**src/carc_pkg.sv**
```systemverilog
// Shared types and constants of the radix converter.
// No dependencies.
`default_nettype none
package carc_pkg;

  localparam logic [7:0] CH_PLUS  = 8'h2B;
  localparam logic [7:0] CH_MINUS = 8'h2D;
  localparam logic [7:0] CH_SPACE = 8'h20;
  localparam logic [7:0] CH_TAB   = 8'h09;
  localparam logic [7:0] CH_CR    = 8'h0D;
  localparam int         DIGIT_SLOTS = 32;

  // Register indexes of the configuration port
  localparam logic [2:0] REG_SRC_LO  = 3'd0;
  localparam logic [2:0] REG_SRC_HI  = 3'd1;
  localparam logic [2:0] REG_SRC_CNT = 3'd2;
  localparam logic [2:0] REG_TGT_LO  = 3'd3;
  localparam logic [2:0] REG_TGT_HI  = 3'd4;
  localparam logic [2:0] REG_TGT_CNT = 3'd5;

  // Parse phases
  localparam logic [1:0] PH_SPACE   = 2'd0;
  localparam logic [1:0] PH_DIGITS  = 2'd1;
  localparam logic [1:0] PH_STOP_OK = 2'd2;
  localparam logic [1:0] PH_STOP_BAD = 2'd3;

  typedef enum logic [2:0] {
    ST_PARSE,
    ST_CHECK,
    ST_DIVIDE,
    ST_SIGN,
    ST_EMIT,
    ST_NOOUT
  } ctrl_state_t;

  // Controller to datapath
  typedef struct packed {
    logic parse_char;   // apply one character
    logic check_start;  // start alphabet checks
    logic check_step;   // one alphabet check slot
    logic div_start;    // load magnitude
    logic div_step;     // one quotient bit
    logic emit_pop;     // a digit word was taken
  } carc_cmd_t;

  // Datapath to controller
  typedef struct packed {
    logic check_done;
    logic tgt_ok;
    logic negative;
    logic div_done;     // all digits extracted
    logic last_digit;   // one digit left in the buffer
  } carc_sts_t;

endpackage
`default_nettype wire

```
**src/custom_alphabet_radix_converter.sv**
```systemverilog
// Top level of the radix converter: controller plus datapath.
// Uses carc_pkg, carc_ctrl and carc_datapath.
`default_nettype none
// Characters are taken one per cycle while the input is not stalled, each a
// single multiply-add into the accumulator. The end word stalls the input
// for the alphabet checks. The serial divider then extracts the output digits
// one quotient bit at a time, up to 32 digits for VALUE_BITS=32. Digits then
// leave one per cycle while out_stall is low, the sign first when negative.
// An invalid target alphabet gives one word with no_output set.
module custom_alphabet_radix_converter
  import carc_pkg::*;
#(
  parameter int MAX_RADIX  = 16,
  parameter int VALUE_BITS = 32
) (
  input  wire logic        clk,
  input  wire logic        rst_n,
  input  wire logic        cfg_valid,
  output logic             cfg_ready,
  input  wire logic [2:0]  cfg_index,
  input  wire logic [63:0] cfg_data,
  input  wire logic        in_valid,
  output logic             in_stall,
  input  wire logic [7:0]  in_symbol,
  input  wire logic        in_end_of_string,
  output logic             out_valid,
  input  wire logic        out_stall,
  output logic [7:0]       out_symbol,
  output logic             out_final_symbol,
  output logic             out_no_output
);

  carc_cmd_t cmd;
  carc_sts_t sts;
  logic      is_sign, is_noout;

  assign cfg_ready = 1'b1;

  carc_ctrl u_ctrl (
    .clk, .rst_n, .in_valid, .in_end(in_end_of_string), .in_stall,
    .out_valid, .out_stall, .out_is_sign(is_sign), .out_is_noout(is_noout),
    .cmd, .sts
  );

  carc_datapath #(.MAX_RADIX(MAX_RADIX), .VALUE_BITS(VALUE_BITS)) u_dp (
    .clk, .rst_n, .cfg_we(cfg_valid), .cfg_sel(cfg_index), .cfg_data,
    .in_symbol, .out_is_sign(is_sign), .out_is_noout(is_noout),
    .out_symbol, .out_final_symbol, .out_no_output, .cmd, .sts
  );

endmodule
`default_nettype wire

```
**src/carc_ctrl.sv**
```systemverilog
// Controller state machine of the radix converter.
// Uses carc_pkg.
`default_nettype none
module carc_ctrl
  import carc_pkg::*;
(
  input  wire logic      clk,
  input  wire logic      rst_n,
  input  wire logic      in_valid,
  input  wire logic      in_end,
  output logic           in_stall,
  output logic           out_valid,
  input  wire logic      out_stall,
  output logic           out_is_sign,
  output logic           out_is_noout,
  output carc_cmd_t      cmd,
  input  wire carc_sts_t sts
);

  ctrl_state_t state_r, state_nxt;

  always_ff @(posedge clk) begin
    if (!rst_n) begin
      state_r <= ST_PARSE;
    end else begin
      state_r <= state_nxt;
    end
  end

  // Next state
  always_comb begin
    state_nxt = state_r;
    case (state_r)
      ST_PARSE: begin
        if (in_valid && in_end) state_nxt = ST_CHECK;
      end
      ST_CHECK: begin
        if (sts.check_done) begin
          if (!sts.tgt_ok) state_nxt = ST_NOOUT;
          else state_nxt = ST_DIVIDE;
        end
      end
      ST_DIVIDE: begin
        if (sts.div_done) state_nxt = sts.negative ? ST_SIGN : ST_EMIT;
      end
      ST_SIGN: begin
        if (!out_stall) state_nxt = ST_EMIT;
      end
      ST_EMIT: begin
        if (!out_stall && sts.last_digit) state_nxt = ST_PARSE;
      end
      ST_NOOUT: begin
        if (!out_stall) state_nxt = ST_PARSE;
      end
      default: state_nxt = ST_PARSE;
    endcase
  end

  // Outputs
  always_comb begin
    cmd          = '0;
    in_stall     = 1'b1;
    out_valid    = 1'b0;
    out_is_sign  = 1'b0;
    out_is_noout = 1'b0;
    case (state_r)
      ST_PARSE: begin
        in_stall        = 1'b0;
        cmd.parse_char  = in_valid && !in_end;
        cmd.check_start = in_valid && in_end;
      end
      ST_CHECK: begin
        cmd.check_step = 1'b1;
        cmd.div_start  = sts.check_done;
      end
      ST_DIVIDE: cmd.div_step = 1'b1;
      ST_SIGN: begin
        out_valid   = 1'b1;
        out_is_sign = 1'b1;
      end
      ST_EMIT: begin
        out_valid    = 1'b1;
        cmd.emit_pop = !out_stall;
      end
      ST_NOOUT: begin
        out_valid    = 1'b1;
        out_is_noout = 1'b1;
      end
      default: ;
    endcase
  end

endmodule
`default_nettype wire

```
**src/carc_datapath.sv**
```systemverilog
// Datapath of the radix converter: parser, alphabet checks, divider, digit stack.
// Uses carc_pkg.
`default_nettype none
module carc_datapath
  import carc_pkg::*;
#(
  parameter int MAX_RADIX  = 16,
  parameter int VALUE_BITS = 32
) (
  input  wire logic       clk,
  input  wire logic       rst_n,
  input  wire logic       cfg_we,
  input  wire logic [2:0] cfg_sel,
  input  wire logic [63:0] cfg_data,
  input  wire logic [7:0] in_symbol,
  input  wire logic       out_is_sign,
  input  wire logic       out_is_noout,
  output logic [7:0]      out_symbol,
  output logic            out_final_symbol,
  output logic            out_no_output,
  input  wire carc_cmd_t  cmd,
  output carc_sts_t       sts
);

  localparam int SLOT_W = 4;
  localparam int CNT_W  = $clog2(DIGIT_SLOTS + 1);
  localparam int VB_W   = $clog2(VALUE_BITS + 1);
  localparam logic [4:0] MAX_R = 5'(MAX_RADIX);

  // Configuration registers
  logic [127:0] src_sym_r, tgt_sym_r;
  logic [4:0]   src_cnt_r, tgt_cnt_r;

  always_ff @(posedge clk) begin
    if (!rst_n) begin
      src_sym_r <= '0;
      tgt_sym_r <= '0;
      src_cnt_r <= '0;
      tgt_cnt_r <= '0;
    end else if (cfg_we) begin
      case (cfg_sel)
        REG_SRC_LO:  src_sym_r[63:0]   <= cfg_data;
        REG_SRC_HI:  src_sym_r[127:64] <= cfg_data;
        REG_SRC_CNT: src_cnt_r         <= cfg_data[4:0];
        REG_TGT_LO:  tgt_sym_r[63:0]   <= cfg_data;
        REG_TGT_HI:  tgt_sym_r[127:64] <= cfg_data;
        REG_TGT_CNT: tgt_cnt_r         <= cfg_data[4:0];
        default: ;
      endcase
    end
  end

  logic [4:0] src_rad, tgt_rad;
  assign src_rad = (src_cnt_r > MAX_R) ? MAX_R : src_cnt_r;
  assign tgt_rad = (tgt_cnt_r > MAX_R) ? MAX_R : tgt_cnt_r;

  // Source lookup: first matching slot
  logic       hit;
  logic [3:0] hit_idx;
  always_comb begin
    hit     = 1'b0;
    hit_idx = '0;
    for (int i = 15; i >= 0; i--) begin
      if (5'(i) < src_rad && src_sym_r[8*i +: 8] == in_symbol) begin
        hit     = 1'b1;
        hit_idx = 4'(i);
      end
    end
  end

  // Parser
  logic [1:0]            phase_r;
  logic                  neg_r;
  logic [VALUE_BITS-1:0] acc_r;
  logic                  is_ws, is_sign;
  assign is_ws   = in_symbol == CH_SPACE || (in_symbol >= CH_TAB && in_symbol <= CH_CR);
  assign is_sign = in_symbol == CH_PLUS || in_symbol == CH_MINUS;

  logic [VALUE_BITS+4:0] mac;
  assign mac = acc_r * src_rad + (VALUE_BITS+5)'(hit_idx);

  // Alphabet checks: one slot per cycle against all earlier slots
  logic [4:0] chk_i_r;
  logic       src_ok_r, tgt_ok_r, chk_done_r;
  logic       src_bad, tgt_bad;
  always_comb begin
    src_bad = src_sym_r[8*chk_i_r[3:0] +: 8] == CH_PLUS
           || src_sym_r[8*chk_i_r[3:0] +: 8] == CH_MINUS;
    tgt_bad = tgt_sym_r[8*chk_i_r[3:0] +: 8] == CH_PLUS
           || tgt_sym_r[8*chk_i_r[3:0] +: 8] == CH_MINUS;
    for (int j = 0; j < 16; j++) begin
      if (5'(j) < chk_i_r) begin
        if (src_sym_r[8*j +: 8] == src_sym_r[8*chk_i_r[3:0] +: 8]) src_bad = 1'b1;
        if (tgt_sym_r[8*j +: 8] == tgt_sym_r[8*chk_i_r[3:0] +: 8]) tgt_bad = 1'b1;
      end
    end
  end

  logic src_valid, value_zero;
  logic [VALUE_BITS-1:0] val, mag;
  assign src_valid  = src_ok_r && src_rad >= 5'd2;
  assign value_zero = phase_r == PH_STOP_BAD || !src_valid;
  assign val = value_zero ? '0 : (neg_r ? (~acc_r + 1'b1) : acc_r);
  assign mag = val[VALUE_BITS-1] ? (~val + 1'b1) : val;

  always_ff @(posedge clk) begin
    if (!rst_n) begin
      phase_r    <= PH_SPACE;
      neg_r      <= 1'b0;
      acc_r      <= '0;
      chk_done_r <= 1'b0;
      chk_i_r    <= '0;
      src_ok_r   <= 1'b1;
      tgt_ok_r   <= 1'b1;
    end else begin
      if (cmd.parse_char) begin
        if (phase_r == PH_SPACE && is_sign) begin
          neg_r   <= in_symbol == CH_MINUS;
          phase_r <= PH_DIGITS;
        end else if ((phase_r == PH_SPACE && !is_ws) || phase_r == PH_DIGITS) begin
          if (hit) begin
            acc_r   <= mac[VALUE_BITS-1:0];
            phase_r <= PH_DIGITS;
          end else if (is_sign || in_symbol == 8'd0) begin
            phase_r <= PH_STOP_OK;
          end else begin
            phase_r <= PH_STOP_BAD;
          end
        end
      end
      if (cmd.check_start) begin
        chk_i_r    <= '0;
        chk_done_r <= 1'b0;
        src_ok_r   <= 1'b1;
        tgt_ok_r   <= 1'b1;
      end else if (cmd.check_step && !chk_done_r) begin
        if (chk_i_r < src_rad && src_bad) src_ok_r <= 1'b0;
        if (chk_i_r < tgt_rad && tgt_bad) tgt_ok_r <= 1'b0;
        chk_i_r <= chk_i_r + 5'd1;
        if (chk_i_r == 5'd15) chk_done_r <= 1'b1;
      end
      // Parser returns to reset once the divider has loaded the value
      if (cmd.div_start) begin
        phase_r <= PH_SPACE;
        neg_r   <= 1'b0;
        acc_r   <= '0;
      end
    end
  end

  assign sts.check_done = chk_done_r;
  assign sts.tgt_ok     = tgt_ok_r && tgt_rad >= 5'd2;

  // Restoring divider, one quotient bit per cycle
  logic [VALUE_BITS-1:0] quo_r;
  logic [4:0]            rem_r;
  logic [VB_W-1:0]       bit_r;
  logic                  dig_busy_r, neg_out_r, div_done_r;
  logic [CNT_W-1:0]      nd_r;
  logic [SLOT_W-1:0]     dbuf [DIGIT_SLOTS];
  logic [5:0]            trial;
  assign trial = {rem_r, quo_r[VALUE_BITS-1]};

  always_ff @(posedge clk) begin
    if (!rst_n) begin
      dig_busy_r <= 1'b0;
      div_done_r <= 1'b0;
      nd_r       <= '0;
      neg_out_r  <= 1'b0;
    end else begin
      if (cmd.div_start) begin
        quo_r      <= mag;
        rem_r      <= '0;
        bit_r      <= '0;
        nd_r       <= '0;
        neg_out_r  <= val[VALUE_BITS-1];
        dig_busy_r <= 1'b1;
        div_done_r <= 1'b0;
      end else if (cmd.div_step && dig_busy_r) begin
        if (bit_r == VB_W'(VALUE_BITS)) begin
          // one digit finished: push remainder
          dbuf[nd_r[4:0]] <= rem_r[3:0];
          nd_r  <= nd_r + 1'b1;
          rem_r <= '0;
          bit_r <= '0;
          if (quo_r == '0 || nd_r == CNT_W'(DIGIT_SLOTS - 1)) begin
            dig_busy_r <= 1'b0;
            div_done_r <= 1'b1;
          end
        end else begin
          if (trial >= {1'b0, tgt_rad}) begin
            rem_r <= 5'(trial - {1'b0, tgt_rad});
            quo_r <= {quo_r[VALUE_BITS-2:0], 1'b1};
          end else begin
            rem_r <= trial[4:0];
            quo_r <= {quo_r[VALUE_BITS-2:0], 1'b0};
          end
          bit_r <= bit_r + 1'b1;
        end
      end else if (cmd.emit_pop) begin
        nd_r <= nd_r - 1'b1;
        div_done_r <= 1'b0;
      end
    end
  end

  assign sts.div_done   = div_done_r;
  assign sts.negative   = neg_out_r;
  assign sts.last_digit = nd_r == CNT_W'(1);

  // Output word
  logic [CNT_W-1:0] top;
  logic [3:0]       d;
  assign top = nd_r - 1'b1;
  assign d   = dbuf[top[4:0]];
  always_comb begin
    if (out_is_noout) begin
      out_symbol = '0;
      out_final_symbol = 1'b1;
      out_no_output = 1'b1;
    end else if (out_is_sign) begin
      out_symbol = CH_MINUS;
      out_final_symbol = 1'b0;
      out_no_output = 1'b0;
    end else begin
      out_symbol = tgt_sym_r[8*d +: 8];
      out_final_symbol = sts.last_digit;
      out_no_output = 1'b0;
    end
  end

endmodule
`default_nettype wire

```
**config.mk**
```make
export PLATFORM = sky130hd
export DESIGN_NAME = custom_alphabet_radix_converter
export DESIGN_NICKNAME = d
export VERILOG_FILES = /design/src/carc_pkg.sv /design/src/custom_alphabet_radix_converter.sv /design/src/carc_ctrl.sv /design/src/carc_datapath.sv
export SDC_FILE = /design/constraint.sdc
export NUM_CORES = 2
export LEC_CHECK = 0
export BUFFER_PORTS_ARGS = -buffer_cell sky130_fd_sc_hd__clkbuf_2
export CAP_MARGIN = 20
export CORE_ASPECT_RATIO = 0.8
export CORE_MARGIN = 2
export CORE_UTILIZATION = 42
export DETAILED_ROUTE_END_ITERATION = 8
export PLACE_DENSITY_LB_ADDON = 0.15
export SYNTH_ARGS = -nofsm -noshare
export SYNTH_HDL_FRONTEND = slang
export SYNTH_SLANG_ARGS = --single-unit
```
**constraint.sdc**
```tcl
create_clock -name clk -period 7.7 [get_ports clk]
set_input_delay 0.77 -clock clk [delete_from_list [all_inputs] [get_ports clk]]
set_output_delay 0.77 -clock clk [all_outputs]
set_load 0.01 [all_outputs]
```
==> metrics.txt <==
# TYPE chip_impl_metric gauge
chip_impl_metric{name="cts_made_buffers",unit=""} 55
chip_impl_metric{name="fmaxAchievable",unit="GHz"} 0.1557
chip_impl_metric{name="cts_setup_buffers",unit=""} 0
chip_impl_info{name="synthFlopType",value="sky130_fd_sc_hd__dfxtp_1"} 1
chip_impl_metric{name="cpPeakStageDelay",unit="ns"} 0.66
chip_impl_metric{name="post_synth_inst_count",unit=""} 3867
chip_impl_metric{name="arrival_time_of_the_worst_setup_path",unit="ns"} 6.97
chip_impl_metric{name="grt_remaining_overflow",unit=""} 0
chip_impl_metric{name="antenna_left",unit=""} 0
chip_impl_metric{name="timing_max_transition_violations_final",unit=""} 0
chip_impl_metric{name="area_of_the_die",unit="sq um"} 86110
chip_impl_metric{name="placement.cell_area",unit="sq um"} 36360
chip_impl_metric{name="drt-vias-per-instance",unit=""} 5.821
chip_impl_metric{name="p_total",unit="mW"} 7.819
chip_impl_metric{name="clock_latency",unit="ns"} 0.65
chip_impl_metric{name="slew_headroom",unit=""} 0.2794
chip_impl_metric{name="grt_use_total",unit=""} 0.2820
chip_impl_info{name="reg2reg_from",value="u_dp.src_sym_r[34]"} 1
chip_impl_metric{name="syn_nets",unit=""} 4120
chip_impl_metric{name="final_layout_size_suffix_gt1_frac",unit=""} 0.1078
chip_impl_info{name="worst-setup-path-type",value="flip-flop to flip-flop"} 1
chip_impl_metric{name="hpwl",unit="mm"} 89.84
chip_impl_metric{name="peakVddDrop",unit="mV"} 0.1876
chip_impl_metric{name="setup_violations",unit=""} 0
chip_impl_metric{name="final_util",unit=""} 0.4639
chip_impl_metric{name="async_flop_share",unit=""} 0
chip_impl_metric{name="ios",unit=""} 94
chip_impl_metric{name="floorplan.die.width",unit="microns"} 327.6
chip_impl_metric{name="cts_resized",unit=""} 0
chip_impl_metric{name="drcViolationCount",unit=""} 0
chip_impl_info{name="min_from",value="cfg_data[28]"} 1
chip_impl_metric{name="count_of_input_and_output_buffers",unit=""} 92
chip_impl_metric{name="cts_max_level",unit=""} 2
chip_impl_metric{name="min_period",unit="ns"} 6.423
chip_impl_metric{name="pin_count_of_the_biggest_net_entering_global_routing",unit=""} 114
chip_impl_metric{name="synth_area_per_cell",unit="sq um"} 9.098
chip_impl_metric{name="coreArea",unit="sq um"} 82560
chip_impl_metric{name="gp_congestion",unit=""} 0.9813
chip_impl_info{name="tritoncts_clock_tree",value="done"} 1
chip_impl_metric{name="tns",unit="ns"} 0
chip_impl_metric{name="route.vias.total",unit=""} 28797
chip_impl_metric{name="total_leakage_power",unit="nW"} 14.03
chip_impl_metric{name="grt_pass1_wl",unit="mm"} 184.1
chip_impl_metric{name="drt_pass1_iterations",unit=""} 6
chip_impl_metric{name="p_per_area",unit="nW/um^2"} 204.1
chip_impl_metric{name="worst_ep_required_time",unit="ns"} 8.25
chip_impl_metric{name="yosysWarnings",unit=""} 0
chip_impl_info{name="timing.critical_path.to_type",value="flip-flop"} 1
chip_impl_metric{name="worstPathMaxFanout",unit=""} 4
chip_impl_metric{name="cts.path.max_buffers",unit=""} 3
chip_impl_metric{name="synth_edf_count",unit=""} 171
chip_impl_info{name="cp_launch_point",value="u_dp.src_sym_r[34]"} 1
chip_impl_metric{name="grt_antenna_before_repair",unit=""} 5
chip_impl_metric{name="final.fill_count",unit=""} 8101
chip_impl_metric{name="layout_worst_path_cycle_share",unit=""} 0.8342
chip_impl_info{name="timing.critical_path.mode_cell",value="sky130_fd_sc_hd__fa_1"} 1
chip_impl_metric{name="clock_sink_count",unit=""} 492
chip_impl_metric{name="proportion_of_synthesized_chip_area_in_sequential_cells",unit=""} 0.3286
chip_impl_metric{name="cts.reportedPaths.clkPinSlew",unit="ns"} 0.06
chip_impl_metric{name="die_height",unit="microns"} 262.9
chip_impl_metric{name="fin_skew",unit="ns"} 0.03240
chip_impl_metric{name="max-cap-violations",unit=""} 0
chip_impl_info{name="critical_path.startpoint_type",value="flip-flop"} 1
chip_impl_metric{name="detail_route.iter0.violations",unit=""} 2983
chip_impl_info{name="grt_setup_unrepaired",value="false"} 1
chip_impl_metric{name="via_count_of_the_first_global_routing_pass",unit=""} 27417
chip_impl_metric{name="whs",unit="ns"} 0.4194
chip_impl_info{name="root_buffer",value="sky130_fd_sc_hd__clkbuf_16"} 1
chip_impl_metric{name="routed_wirelength",unit="mm"} 123.8
chip_impl_metric{name="layout.cell_area.non_filler",unit="sq um"} 38300
chip_impl_metric{name="synth.ff_latch_count",unit=""} 492
chip_impl_metric{name="number_of_distinct_standard_cells_referenced_by_the_synthesized_netlist",unit=""} 91
chip_impl_info{name="crit_path_top_delay_cell",value="sky130_fd_sc_hd__dfxtp_1"} 1
chip_impl_metric{name="cts-hold-fix-buffers",unit=""} 0
chip_impl_metric{name="design.final.nets",unit=""} 4049
chip_impl_metric{name="area_delta_synth_final",unit="%"} 8.870
chip_impl_metric{name="floorplan.initialDensity",unit=""} 0.4261
chip_impl_info{name="run_status",value="finished clean"} 1
chip_impl_metric{name="finalHoldViolations",unit=""} 0
chip_impl_metric{name="mappedNetlistArea",unit="sq um"} 35180
chip_impl_metric{name="wl_per_cell",unit="microns"} 25.03
chip_impl_metric{name="max_slew.worst_pin.slew",unit="ns"} 1.081
chip_impl_metric{name="placementRows",unit=""} 94
chip_impl_info{name="worstHoldPathType",value="input port to flip-flop"} 1
chip_impl_info{name="worstPathCellList",value="xor2_1, or4_1, nor4b_1, nor4_1, and3_1, fa_1, ha_1, inv_1, fa_1, inv_1, fa_1, a21o_1, a21o_1, a21oi_1, nor3_1, o31ai_1, o221ai_1, a41oi_1, mux2i_1, nand2_1"} 1
sequential cells by signal (all words and copies together), names as in the netlist:
name,cells
u_ctrl.state_r,3
u_dp.acc_r,32
u_dp.bit_r,6
u_dp.chk_done_r,1
u_dp.chk_i_r,5
u_dp.dbuf,128
u_dp.dig_busy_r,1
u_dp.div_done_r,1
u_dp.nd_r,6
u_dp.neg_out_r,1
u_dp.neg_r,1
u_dp.phase_r,2
u_dp.quo_r,32
u_dp.rem_r,5
u_dp.src_cnt_r,5
u_dp.src_ok_r,1
u_dp.src_sym_r,128
u_dp.tgt_cnt_r,5
u_dp.tgt_ok_r,1
u_dp.tgt_sym_r,128
layer usage:
metal | vias to the layer above | routed length (microns) | track usage
met3 | 219 | 10130 | 0.05608
met2 | 1096 | 52630 | 0.4153
met5 | - | 23 | 0
li1 | 13335 | - | -
met4 | 4 | 4218 | 0.09063
met1 | 14143 | 56810 | 0.4122
stage by stage:
stage | cells | setup WS [ns]
floorplan | 3867 | 1.590
global placement | 4839 | 0.7610
detailed placement | 4840 | 0.7650
CTS | 4942 | 1.403
global route | 4945 | 0.8984
finish | 4947 | 1.277
layout by cell type, fill, tap and decap left out, types with 16 or more instances in the layout:
cell,instances
sky130_fd_sc_hd__a211oi_1,38
sky130_fd_sc_hd__a21boi_0,265
sky130_fd_sc_hd__a21o_1,17
sky130_fd_sc_hd__a21oi_1,124
sky130_fd_sc_hd__a22o_1,20
sky130_fd_sc_hd__a31oi_1,21
sky130_fd_sc_hd__and2_1,70
sky130_fd_sc_hd__buf_4,52
sky130_fd_sc_hd__clkbuf_16,57
sky130_fd_sc_hd__clkbuf_2,92
sky130_fd_sc_hd__dfxtp_1,316
sky130_fd_sc_hd__edfxtp_1,171
sky130_fd_sc_hd__fa_1,87
sky130_fd_sc_hd__ha_1,85
sky130_fd_sc_hd__inv_1,115
sky130_fd_sc_hd__mux2_2,16
sky130_fd_sc_hd__mux2i_1,105
sky130_fd_sc_hd__mux4_2,101
sky130_fd_sc_hd__nand2_1,725
sky130_fd_sc_hd__nand2b_1,16
sky130_fd_sc_hd__nand3_1,47
sky130_fd_sc_hd__nand4_1,59
sky130_fd_sc_hd__nor2_1,193
sky130_fd_sc_hd__nor2b_1,49
sky130_fd_sc_hd__nor3_1,52
sky130_fd_sc_hd__nor4_1,49
sky130_fd_sc_hd__o21ai_0,74
sky130_fd_sc_hd__o31ai_1,20
sky130_fd_sc_hd__or3_1,17
sky130_fd_sc_hd__or4_1,17
sky130_fd_sc_hd__xnor2_1,303
sky130_fd_sc_hd__xor2_1,179
power by group:
part	leakage (nW)	internal [mW]	switching, mW
registers	4.14	2.71	0.135
clock network	0.933	1.57	1.17
logic	8.96	0.893	1.34
total	14.0	5.18	2.64
cell type report:
| class | instances | area, sq um | share of cell area |
|---|---|---|---|
| antenna | 2 | 5.005 | 0.0001307 |
| clock buffer | 77 | 1609 | 0.04201 |
| clock inverter | 25 | 266.5 | 0.006958 |
| inverter | 116 | 435.4 | 0.01137 |
| multi-input combinational | 2982 | 22070 | 0.5761 |
| sequential | 492 | 11570 | 0.3021 |
| tap | 1104 | 1381 | 0.03606 |
| timing repair buffer | 149 | 964.7 | 0.02519 |
synth_stat cells, types with 10 or more instances:
| cell | count | share of area |
|---|---|---|
| sky130_fd_sc_hd__nand2_1 | 727 | 0.078 |
| sky130_fd_sc_hd__dfxtp_1 | 321 | 0.18 |
| sky130_fd_sc_hd__xnor2_1 | 303 | 0.075 |
| sky130_fd_sc_hd__a21boi_0 | 266 | 0.057 |
| sky130_fd_sc_hd__nor2_1 | 194 | 0.021 |
| sky130_fd_sc_hd__xor2_1 | 179 | 0.045 |
| sky130_fd_sc_hd__clkbuf_1 | 176 | 0.019 |
| sky130_fd_sc_hd__edfxtp_1 | 171 | 0.15 |
| sky130_fd_sc_hd__a21oi_1 | 125 | 0.018 |
| sky130_fd_sc_hd__inv_1 | 115 | 0.012 |
| sky130_fd_sc_hd__mux2i_1 | 109 | 0.031 |
| sky130_fd_sc_hd__mux4_2 | 101 | 0.065 |
| sky130_fd_sc_hd__fa_1 | 87 | 0.050 |
| sky130_fd_sc_hd__ha_1 | 85 | 0.030 |
| sky130_fd_sc_hd__o21ai_0 | 74 | 0.011 |
| sky130_fd_sc_hd__and2_1 | 72 | 0.013 |
| sky130_fd_sc_hd__nand4_1 | 59 | 0.010 |
| sky130_fd_sc_hd__nor3_1 | 52 | 0.0074 |
| sky130_fd_sc_hd__nor2b_1 | 51 | 0.0091 |
| sky130_fd_sc_hd__nand3_1 | 49 | 0.0070 |
| sky130_fd_sc_hd__nor4_1 | 49 | 0.0087 |
| sky130_fd_sc_hd__buf_2 | 48 | 0.0068 |
| sky130_fd_sc_hd__a211oi_1 | 38 | 0.0081 |
| sky130_fd_sc_hd__buf_1 | 29 | 0.0031 |
| sky130_fd_sc_hd__a31oi_1 | 21 | 0.0037 |
| sky130_fd_sc_hd__a22o_1 | 20 | 0.0050 |
| sky130_fd_sc_hd__buf_4 | 20 | 0.0043 |
| sky130_fd_sc_hd__o31ai_1 | 20 | 0.0043 |
| sky130_fd_sc_hd__a21o_1 | 17 | 0.0036 |
| sky130_fd_sc_hd__and3_1 | 17 | 0.0030 |
| sky130_fd_sc_hd__nand2b_1 | 17 | 0.0030 |
| sky130_fd_sc_hd__or3_1 | 17 | 0.0030 |
| sky130_fd_sc_hd__or4_1 | 17 | 0.0036 |
| sky130_fd_sc_hd__mux2_2 | 16 | 0.0051 |
| sky130_fd_sc_hd__o41ai_1 | 13 | 0.0032 |
| sky130_fd_sc_hd__o211ai_1 | 12 | 0.0026 |
| sky130_fd_sc_hd__nand3b_1 | 11 | 0.0023 |
| sky130_fd_sc_hd__o2111ai_1 | 10 | 0.0025 |
final timing paths:
kind / to / slack [ns] / cells after the start
max: u_dp.acc_r[30] / 1.28 / 20
min: u_dp.tgt_sym_r[92] / 0.42 / 3
max reg2reg: u_dp.acc_r[30] / 1.28 / 20
min reg2reg: u_dp.dig_busy_r / 0.48 / 2
worst max-delay path: cells and delay by family (launching register included):
kind                       cells  cell delay [ns]
muxes                          1             0.20
and+or+nand+nor                6             1.60
xor gates and xnor gates       1             0.15
adders and majority gates      4             1.75
AOI/OAI and AO/OA              6             1.86
buffers and inverters          2             0.11
DFF                            1             0.66
kinds of logic after synthesis:
logic type,Yosys count,synth area share
XOR/XNOR,483,0.1205
adder cells (fa/ha/maj),172,0.07974
AO/OA/AOI/OAI,720,0.1429
buffers and inverters,393,0.04662
other,1,0.0001066
AND/OR/NAND/NOR,1378,0.1800
flip-flops,492,0.3286
multiplexers,228,0.1016
(Power assumes the default switching activity.)
